## src/design/wsr_pkg.sv

```systemverilog
// Shared constants and types for the windowed sample ring statistics block.
package wsr_pkg;

  localparam int MaxLength = 64;
  localparam int AddrW     = $clog2(MaxLength);
  localparam int LenW      = AddrW + 1;
  localparam int SampleW   = 16;
  localparam int StepW     = SampleW + 1;
  localparam int SumW      = SampleW + AddrW;
  localparam int CntW      = $clog2(SumW);

  localparam logic [LenW-1:0]    LenReset    = LenW'(10);
  localparam logic [SampleW-1:0] MinusOneQ88 = SampleW'(-256);

  localparam logic CmdInsert = 1'b0;
  localparam logic CmdRead   = 1'b1;

  typedef struct packed {
    logic               clear;
    logic               we;
    logic [AddrW-1:0]   waddr;
    logic [SampleW-1:0] wdata;
    logic [AddrW-1:0]   raddr;
  } store_ctl_t;

  typedef struct packed {
    logic                   start;
    logic signed [SumW-1:0] dividend;
    logic [LenW-1:0]        divisor;
  } div_req_t;

endpackage

```

## src/design/windowed_sample_ring_stats_unit.sv

```systemverilog
// Top level of the windowed sample ring statistics block with its sequencer.
//
//   Channel | Direction | Handshake               | Payload
//   --------+-----------+-------------------------+-------------------------------------
//   in      | input     | in_valid_i / in_ready_o | command_i, sample_i, slot_index_i
//   out     | output    | out_valid_o/out_ready_i | latest_sample_o .. index_error_o
//   cfg     | input     | cfg_we_i (no wait)      | cfg_wdata_i (window length)
//
// Each request passes through the store reads for the old slot, the latest and the
// previous sample and through the serial mean divider (one quotient bit per cycle
// over the 22-bit sum) before its result is loaded.
// The next request can be accepted in the cycle after the result is loaded.
// Reset and a window length write clear the store through its valid bits.
// A result held in the output register does not stop the next request from being
// accepted; a new result waits only if the previous one is still not taken.
module windowed_sample_ring_stats_unit (
  input  logic                               clk_i,
  input  logic                               rst_ni,
  input  logic                               in_valid_i,
  output logic                               in_ready_o,
  input  logic                               command_i,
  input  logic signed [wsr_pkg::SampleW-1:0] sample_i,
  input  logic [wsr_pkg::AddrW-1:0]          slot_index_i,
  output logic                               out_valid_o,
  input  logic                               out_ready_i,
  output logic signed [wsr_pkg::SampleW-1:0] latest_sample_o,
  output logic signed [wsr_pkg::StepW-1:0]   last_step_o,
  output logic signed [wsr_pkg::SumW-1:0]    window_sum_o,
  output logic signed [wsr_pkg::SampleW-1:0] window_mean_o,
  output logic signed [wsr_pkg::SampleW-1:0] entry_value_o,
  output logic                               index_error_o,
  input  logic                               cfg_we_i,
  input  logic [wsr_pkg::LenW-1:0]           cfg_wdata_i
);

  localparam logic [2:0] StIdle  = 3'd0;
  localparam logic [2:0] StFetch = 3'd1;
  localparam logic [2:0] StLast  = 3'd2;
  localparam logic [2:0] StPrev  = 3'd3;
  localparam logic [2:0] StCapt  = 3'd4;
  localparam logic [2:0] StDiv   = 3'd5;
  localparam logic [2:0] StDone  = 3'd6;

  logic [2:0]                  state_q, state_d;
  logic                        cmd_q;
  logic [wsr_pkg::SampleW-1:0] sample_q;
  logic [wsr_pkg::AddrW-1:0]   idx_q;
  logic [wsr_pkg::LenW-1:0]    len_q;
  logic [wsr_pkg::AddrW-1:0]   wp_q, wp_d;
  logic [wsr_pkg::SumW-1:0]    total_q, total_d;
  logic [wsr_pkg::SampleW-1:0] latest_q;
  logic [wsr_pkg::StepW-1:0]   step_q;
  logic [wsr_pkg::SampleW-1:0] entry_q;
  logic                        err_q;
  logic                        out_valid_q, out_valid_d;
  logic [wsr_pkg::SampleW-1:0] o_latest_q;
  logic [wsr_pkg::StepW-1:0]   o_step_q;
  logic [wsr_pkg::SumW-1:0]    o_sum_q;
  logic [wsr_pkg::SampleW-1:0] o_mean_q;
  logic [wsr_pkg::SampleW-1:0] o_entry_q;
  logic                        o_err_q;

  logic [wsr_pkg::LenW-1:0]    len_eff;
  logic [wsr_pkg::AddrW-1:0]   len_m1;
  logic [wsr_pkg::AddrW-1:0]   p1, p2;
  logic [wsr_pkg::LenW-1:0]    wp_inc;
  logic                        idx_err;
  logic                        accept;
  logic                        load_out;
  logic [wsr_pkg::SampleW-1:0] rdata;
  logic [wsr_pkg::SampleW-1:0] div_q;
  logic                        div_done;
  wsr_pkg::store_ctl_t         st_ctl;
  wsr_pkg::div_req_t           div_req;

  // A length of zero counts as one and anything above the ring size as the ring size.
  always_comb begin
    if (len_q == '0) begin
      len_eff = wsr_pkg::LenW'(1);
    end else if (len_q > wsr_pkg::LenW'(wsr_pkg::MaxLength)) begin
      len_eff = wsr_pkg::LenW'(wsr_pkg::MaxLength);
    end else begin
      len_eff = len_q;
    end
  end

  assign len_m1  = wsr_pkg::AddrW'(len_eff - 1'b1);
  assign p1      = (wp_q == '0) ? len_m1 : wp_q - 1'b1;
  assign p2      = (p1 == '0) ? len_m1 : p1 - 1'b1;
  assign wp_inc  = {1'b0, wp_q} + 1'b1;
  assign idx_err = {1'b0, idx_q} >= len_eff;

  assign in_ready_o = (state_q == StIdle);
  assign accept     = in_valid_i && in_ready_o;
  assign load_out   = (state_q == StDone) && (!out_valid_q || out_ready_i);

  always_comb begin
    st_ctl.clear = cfg_we_i;
    st_ctl.we    = (state_q == StFetch) && (cmd_q == wsr_pkg::CmdInsert);
    st_ctl.waddr = wp_q;
    st_ctl.wdata = sample_q;
    unique case (state_q)
      StIdle:  st_ctl.raddr = (command_i == wsr_pkg::CmdRead) ? slot_index_i : wp_q;
      StLast:  st_ctl.raddr = p1;
      StPrev:  st_ctl.raddr = p2;
      default: st_ctl.raddr = wp_q;
    endcase
  end

  assign div_req.start    = (state_q == StLast);
  assign div_req.dividend = total_q;
  assign div_req.divisor  = len_eff;

  wsr_store u_store (
    .clk_i   (clk_i),
    .rst_ni  (rst_ni),
    .ctl_i   (st_ctl),
    .rdata_o (rdata)
  );

  wsr_div u_div (
    .clk_i      (clk_i),
    .rst_ni     (rst_ni),
    .req_i      (div_req),
    .done_o     (div_done),
    .quotient_o (div_q)
  );

  always_comb begin
    state_d     = state_q;
    wp_d        = wp_q;
    total_d     = total_q;
    out_valid_d = out_valid_q;
    if (out_valid_q && out_ready_i) begin
      out_valid_d = 1'b0;
    end
    unique case (state_q)
      StIdle:  if (accept) state_d = StFetch;
      StFetch: begin
        if (cmd_q == wsr_pkg::CmdInsert) begin
          total_d = total_q + wsr_pkg::SumW'($signed(sample_q))
                            - wsr_pkg::SumW'($signed(rdata));
          wp_d    = (wp_inc == len_eff) ? '0 : wp_inc[wsr_pkg::AddrW-1:0];
        end
        state_d = StLast;
      end
      StLast:  state_d = StPrev;
      StPrev:  state_d = StCapt;
      StCapt:  state_d = StDiv;
      StDiv:   if (div_done) state_d = StDone;
      StDone:  begin
        if (load_out) begin
          out_valid_d = 1'b1;
          state_d     = StIdle;
        end
      end
      default: state_d = StIdle;
    endcase
    if (cfg_we_i) begin
      wp_d    = '0;
      total_d = '0;
    end
  end

  always_ff @(posedge clk_i or negedge rst_ni) begin
    if (!rst_ni) begin
      state_q     <= StIdle;
      len_q       <= wsr_pkg::LenReset;
      wp_q        <= '0;
      total_q     <= '0;
      out_valid_q <= 1'b0;
    end else begin
      state_q     <= state_d;
      wp_q        <= wp_d;
      total_q     <= total_d;
      out_valid_q <= out_valid_d;
      if (cfg_we_i) begin
        len_q <= cfg_wdata_i;
      end
    end
  end

  always_ff @(posedge clk_i) begin
    if (accept) begin
      cmd_q    <= command_i;
      sample_q <= sample_i;
      idx_q    <= slot_index_i;
    end
    if (state_q == StFetch) begin
      if (cmd_q == wsr_pkg::CmdInsert) begin
        entry_q <= '0;
        err_q   <= 1'b0;
      end else begin
        entry_q <= idx_err ? wsr_pkg::MinusOneQ88 : rdata;
        err_q   <= idx_err;
      end
    end
    if (state_q == StPrev) begin
      latest_q <= rdata;
    end
    if (state_q == StCapt) begin
      step_q <= wsr_pkg::StepW'($signed(latest_q)) - wsr_pkg::StepW'($signed(rdata));
    end
    if (load_out) begin
      o_latest_q <= latest_q;
      o_step_q   <= step_q;
      o_sum_q    <= total_q;
      o_mean_q   <= div_q;
      o_entry_q  <= entry_q;
      o_err_q    <= err_q;
    end
  end

  assign out_valid_o     = out_valid_q;
  assign latest_sample_o = o_latest_q;
  assign last_step_o     = o_step_q;
  assign window_sum_o    = o_sum_q;
  assign window_mean_o   = o_mean_q;
  assign entry_value_o   = o_entry_q;
  assign index_error_o   = o_err_q;

endmodule

```

## src/design/wsr_store.sv

```systemverilog
// Sample store: memory with one write port, one registered read port and per-entry valid bits.
module wsr_store (
  input  logic                        clk_i,
  input  logic                        rst_ni,
  input  wsr_pkg::store_ctl_t         ctl_i,
  output logic [wsr_pkg::SampleW-1:0] rdata_o
);

  logic [wsr_pkg::SampleW-1:0]   mem [wsr_pkg::MaxLength];
  logic [wsr_pkg::SampleW-1:0]   rdata_q;
  logic [wsr_pkg::MaxLength-1:0] valid_q, valid_d;
  logic                          rvalid_q;

  always_ff @(posedge clk_i) begin
    if (ctl_i.we) begin
      mem[ctl_i.waddr] <= ctl_i.wdata;
    end
    rdata_q <= mem[ctl_i.raddr];
  end

  always_comb begin
    valid_d = valid_q;
    if (ctl_i.clear) begin
      valid_d = '0;
    end else if (ctl_i.we) begin
      valid_d[ctl_i.waddr] = 1'b1;
    end
  end

  always_ff @(posedge clk_i or negedge rst_ni) begin
    if (!rst_ni) begin
      valid_q  <= '0;
      rvalid_q <= 1'b0;
    end else begin
      valid_q  <= valid_d;
      rvalid_q <= valid_q[ctl_i.raddr] && !ctl_i.clear;
    end
  end

  // Entries never written since reset or the last clear read as zero.
  assign rdata_o = rvalid_q ? rdata_q : '0;

endmodule

```

## src/design/wsr_div.sv

```systemverilog
// Serial restoring divider for the window mean, one quotient bit per cycle.
module wsr_div (
  input  logic                        clk_i,
  input  logic                        rst_ni,
  input  wsr_pkg::div_req_t           req_i,
  output logic                        done_o,
  output logic [wsr_pkg::SampleW-1:0] quotient_o
);

  logic [wsr_pkg::SumW-1:0] dq_q, dq_d;
  logic [wsr_pkg::LenW-2:0] rem_q, rem_d;
  logic [wsr_pkg::LenW-1:0] divisor_q;
  logic [wsr_pkg::CntW-1:0] cnt_q, cnt_d;
  logic                     busy_q, busy_d;
  logic                     done_q, done_d;
  logic                     neg_q;
  logic [wsr_pkg::LenW-1:0] trial;
  logic [wsr_pkg::LenW-1:0] diff;
  logic                     fits;
  logic [wsr_pkg::SumW-1:0] qsigned;

  assign trial = {rem_q, dq_q[wsr_pkg::SumW-1]};
  assign fits  = trial >= divisor_q;
  assign diff  = trial - divisor_q;

  always_comb begin
    dq_d   = dq_q;
    rem_d  = rem_q;
    cnt_d  = cnt_q;
    busy_d = busy_q;
    done_d = done_q;
    if (req_i.start) begin
      dq_d   = req_i.dividend[wsr_pkg::SumW-1] ? wsr_pkg::SumW'(-req_i.dividend)
                                                : wsr_pkg::SumW'(req_i.dividend);
      rem_d  = '0;
      cnt_d  = '0;
      busy_d = 1'b1;
      done_d = 1'b0;
    end else if (busy_q) begin
      dq_d  = {dq_q[wsr_pkg::SumW-2:0], fits};
      rem_d = fits ? diff[wsr_pkg::LenW-2:0] : trial[wsr_pkg::LenW-2:0];
      cnt_d = cnt_q + 1'b1;
      if (cnt_q == wsr_pkg::CntW'(wsr_pkg::SumW - 1)) begin
        busy_d = 1'b0;
        done_d = 1'b1;
      end
    end
  end

  always_ff @(posedge clk_i) begin
    dq_q  <= dq_d;
    rem_q <= rem_d;
    if (req_i.start) begin
      neg_q     <= req_i.dividend[wsr_pkg::SumW-1];
      divisor_q <= req_i.divisor;
    end
  end

  always_ff @(posedge clk_i or negedge rst_ni) begin
    if (!rst_ni) begin
      cnt_q  <= '0;
      busy_q <= 1'b0;
      done_q <= 1'b0;
    end else begin
      cnt_q  <= cnt_d;
      busy_q <= busy_d;
      done_q <= done_d;
    end
  end

  // The magnitude quotient is negated back for a negative sum (truncation toward zero).
  assign qsigned    = neg_q ? wsr_pkg::SumW'(-dq_q) : dq_q;
  assign quotient_o = qsigned[wsr_pkg::SampleW-1:0];
  assign done_o     = done_q;

endmodule
```

## config.mk

```make
export PLATFORM = sky130hd
export DESIGN_NAME = windowed_sample_ring_stats_unit
export DESIGN_NICKNAME = d
export VERILOG_FILES = /design/src/design/wsr_pkg.sv /design/src/design/windowed_sample_ring_stats_unit.sv /design/src/design/wsr_store.sv /design/src/design/wsr_div.sv
export SDC_FILE = /design/constraint.sdc
export NUM_CORES = 2
export LEC_CHECK = 0
export BUFFER_PORTS_ARGS = -buffer_cell sky130_fd_sc_hd__buf_2
export CELL_PAD_IN_SITES_DETAIL_PLACEMENT = 0
export CELL_PAD_IN_SITES_GLOBAL_PLACEMENT = 1
export CORE_ASPECT_RATIO = 0.8
export CORE_MARGIN = 5
export CORE_UTILIZATION = 48
export DETAILED_ROUTE_END_ITERATION = 10
export PLACE_DENSITY = 0.69
export SLEW_MARGIN = 10
export SYNTH_ARGS = -nofsm -noshare
export SYNTH_HDL_FRONTEND = slang
export SYNTH_HIERARCHICAL = 1
export SYNTH_SLANG_ARGS = --single-unit
```

## constraint.sdc

```tcl
create_clock -name clk_i -period 20.5 [get_ports clk_i]
set_input_delay 6.15 -clock clk_i [delete_from_list [all_inputs] [get_ports clk_i]]
set_output_delay 6.15 -clock clk_i [all_outputs]
set_load 0.01 [all_outputs]
```

==> qor.yml <==
flow_run:
  cap_viol_max_count: 0
synth:
  synth_top_cell_area_share: 0.659
  ys_seq_elements: 1348
  syn_avg_cell_area_sq_um: 17.8
  synth_area_sq_um: 55300
  synth_edf_count: 1215
  synthTopCellsByCount: "1215 x edfxtp_1, 272 x mux4_2, 261 x nor2_1"
  yosysWarnings: 6
  synth_area_leaders: "edfxtp_1 66%, mux4_2 11%, dfrtp_1 4.9%"
  synthCells: 3115
  syn_nets: 3236
  seq_area_frac_synth: 0.718
  synth_most_common_cell: "edfxtp_1"
  yosysTopAreaCell: "edfxtp_1"
  synthArstFlopShare: 0.0823
  post_synth_num_cell_types: 88
  synth_flop_cell: "edfxtp_1"
detailed_routing:
  wl_met3_um: 13300
  drc: 0
  wirelength_met1_um: 61000
  ant_nets: 0
  totalWireLength_um: 145000
  dr_wl_met2_um: 67200
  drtIter0Drc: 3373
  wl_per_cell_um: 29.1
  vias: 30100
  dr.max_layer_used: "met5"
  firstDrtPassIters: 5
  vias_per_cell: 6.05
timing:
  tns_ns: 0
  fin_skew_ns: 0.0246
  relSlewSlack: 0.114
  rsz0062_at_grt: "false"
  max_freq_ghz: 0.0951
  period_share: 0.513
  hold_viol: 0
  fin_crit_ns: 10.51
  worst_pin_slew_ns: 1.32
  setup_viol: 0
  slew_violations: 0
final_layout:
  area_growth_pct: 12.6
  final_nets: 3467
  finish.utilization: 0.544
  drive_above_1_share: 0.221
  fin_cells: 4981
  final_area_sq_um: 62300
clock_tree:
  numCtsBuffers: 133
  post_cts_buffers: 0
  htreeDepth: 4
  cts-root-buf: "clkbuf_16"
  cts.path.max_buffers: 3
  cts.clk_slew.worst_paths_ns: 0.06
  cts_tree: "done"
  cts_hold_repair.buffers: 0
  clock_latency_ns: 0.76
  clkSinkCount: 1348
  post_cts_resize_count: 0
placed_design:
  port_buffers: 124
  hpwl_um: 87300
  dp_cells: 4736
  place_area_sq_um: 58100
  gp_congestion: 0.817
global_routing:
  grt_start_max_net_pins: 97
  grt-ovfl-total: 0
  track_usage: 0.238
  antenna_found_initial: 6
  grt_pass1_vias: 30100
  grt_pass1_wl_um: 211000
worst_setup_path:
  crit_type: "input pin to flop"
  critPathRequiredTime_ns: 21.20
  reg2reg_slack_ns: 12.77
  critPathMaxFanout: 56
  worstRegToRegCells: 18
  crit_path_end_kind: "flop"
  r2r_start: "wp_q[1]$_DFFE_PN0P_"
  rr_endpoint: "u_store/rdata_q[0]$_DFF_P_"
  start_kind: "input pin"
  arrival_ns: 11.22
min_path:
  min_to: "entry_value_o[8]$_DFFE_PP_"
  whs_path_depth: 0
  hp-start: "entry_q[8]$_SDFFCE_PN0P_"
  worstHoldPathType: "flop to flop"
floorplan:
  fp.dieH_um: 314
  placementRows: 111
  die_area_sq_um: 122000
  die_w_um: 390
  pin_count: 125
  start_util: 0.483
  core_area_sq_um: 115000
pwr:
  powerDensity_nw_per_um2: 150
  total_power_w: 0.00933
  peakVddDrop_mv: 0.111
  leakage_nw: 21.1
status:
  status: "complete, no violations"
## sequential cells by signal, summed over array words and instances (netlist names), 6 cells and up
register / count
step_q: 17
last_step_o: 17
total_q: 22
window_mean_o: 16
entry_value_o: 16
wp_q: 6
u_div/rem_q: 6
u_div/dq_q: 22
sample_q: 16
u_div/divisor_q: 7
window_sum_o: 22
entry_q: 16
u_store/rdata_q: 16
len_q: 7
latest_q: 16
idx_q: 6
u_store/valid_q: 64
latest_sample_o: 16
u_store/mem: 1024
## stage by stage
step           worst slack (ns)  hold slack [ns]
4_1_cts                   10.00            0.419
3_5_place_dp               9.20            0.405
2_1_floorplan              4.38            0.400
5_1_grt                    9.57            0.421
6_report                   9.99            0.418
3_3_place_gp               9.11            0.405
## placed cells by master, fill, tap and decap left out, types with 10 or more instances in the layout
cell,instances
a21oi_1,99
buf_2,122
clkbuf_1,34
and2_1,26
o22ai_1,34
buf_4,120
clkinv_2,20
nand3_1,30
nor2b_1,14
nand4_1,12
dfxtp_1,22
a22oi_1,38
nand2b_1,27
a21o_1,13
nand3b_1,11
a211oi_1,19
edfxtp_1,1215
dfrtp_1,109
ha_1,63
o21a_1,11
mux4_2,272
nor2_1,260
o21ai_0,48
or3_1,10
nand2_1,81
nor3_1,33
clkinv_1,25
mux2i_1,73
and3_1,19
xnor2_1,45
a22o_1,15
o31ai_1,15
xor2_1,35
fa_1,23
clkbuf_16,136
inv_1,140
## cell families after synthesis
logic type	count (synthesis)	share of synthesized area
AOI/OAI and AO/OA	383	0.0472
xor gates and xnor gates	80	0.0127
adders and majority gates	86	0.0226
buffers and inverters	289	0.0237
DFF	1348	0.718
muxes	354	0.126
and+or+nand+nor	575	0.0503
## how the worst max path moves through the flow
stage,slack (ns),to,from,cells after the start
floorplan,4.38,entry_value_o[0]$_DFFE_PP_,out_ready_i,2
detailed placement,9.20,u_store/rdata_q[8]$_DFF_P_,command_i,13
finish,9.99,u_store/rdata_q[0]$_DFF_P_,command_i,13
global route,9.57,u_store/rdata_q[8]$_DFF_P_,command_i,13
CTS,10.00,u_store/rdata_q[8]$_DFF_P_,command_i,13
global placement,9.11,u_store/rdata_q[2]$_DFF_P_,command_i,13
## area by class of cell
cell class | instances | area [sq um]
fill | 8924 | 52300
sequential | 1348 | 39700
multi-input combinational | 1478 | 14400
clock buffer | 175 | 3600
tap | 1525 | 1910
timing repair buffer | 243 | 1530
clock inverter | 67 | 616
inverter | 142 | 533
antenna | 3 | 7.51
## routing by layer
| layer | up-vias | global-route usage |
|---|---|---|
| met2 | 1397 | 0.366 |
| met3 | 210 | 0.0512 |
| li1 | 12700 | - |
| met4 | 2 | 0.0685 |
| met5 | - | 0 |
| met1 | 15800 | 0.347 |
## power by group
part	switching [W]	total (W)	internal [W]	leakage (nW)
registers	0.000162	0.00344	0.00328	12.7
clock network	0.00103	0.00238	0.00136	2.06
logic	0.00205	0.00350	0.00145	6.34
total	0.00324	0.00933	0.00609	21.1
## worst max-delay path, cell delays in order
cell       delay (ns)
buf_2            0.16
nor2_1           0.14
a2111oi_0        0.09
a21oi_1          0.18
o22ai_1          0.13
a21oi_4          0.13
buf_4            0.68
buf_4            0.87
buf_4            0.73
mux4_2           0.35
o22ai_1          0.10
a211oi_1         1.09
a22o_1           0.28
No activity file was read; power rests on OpenSTA's default activity.
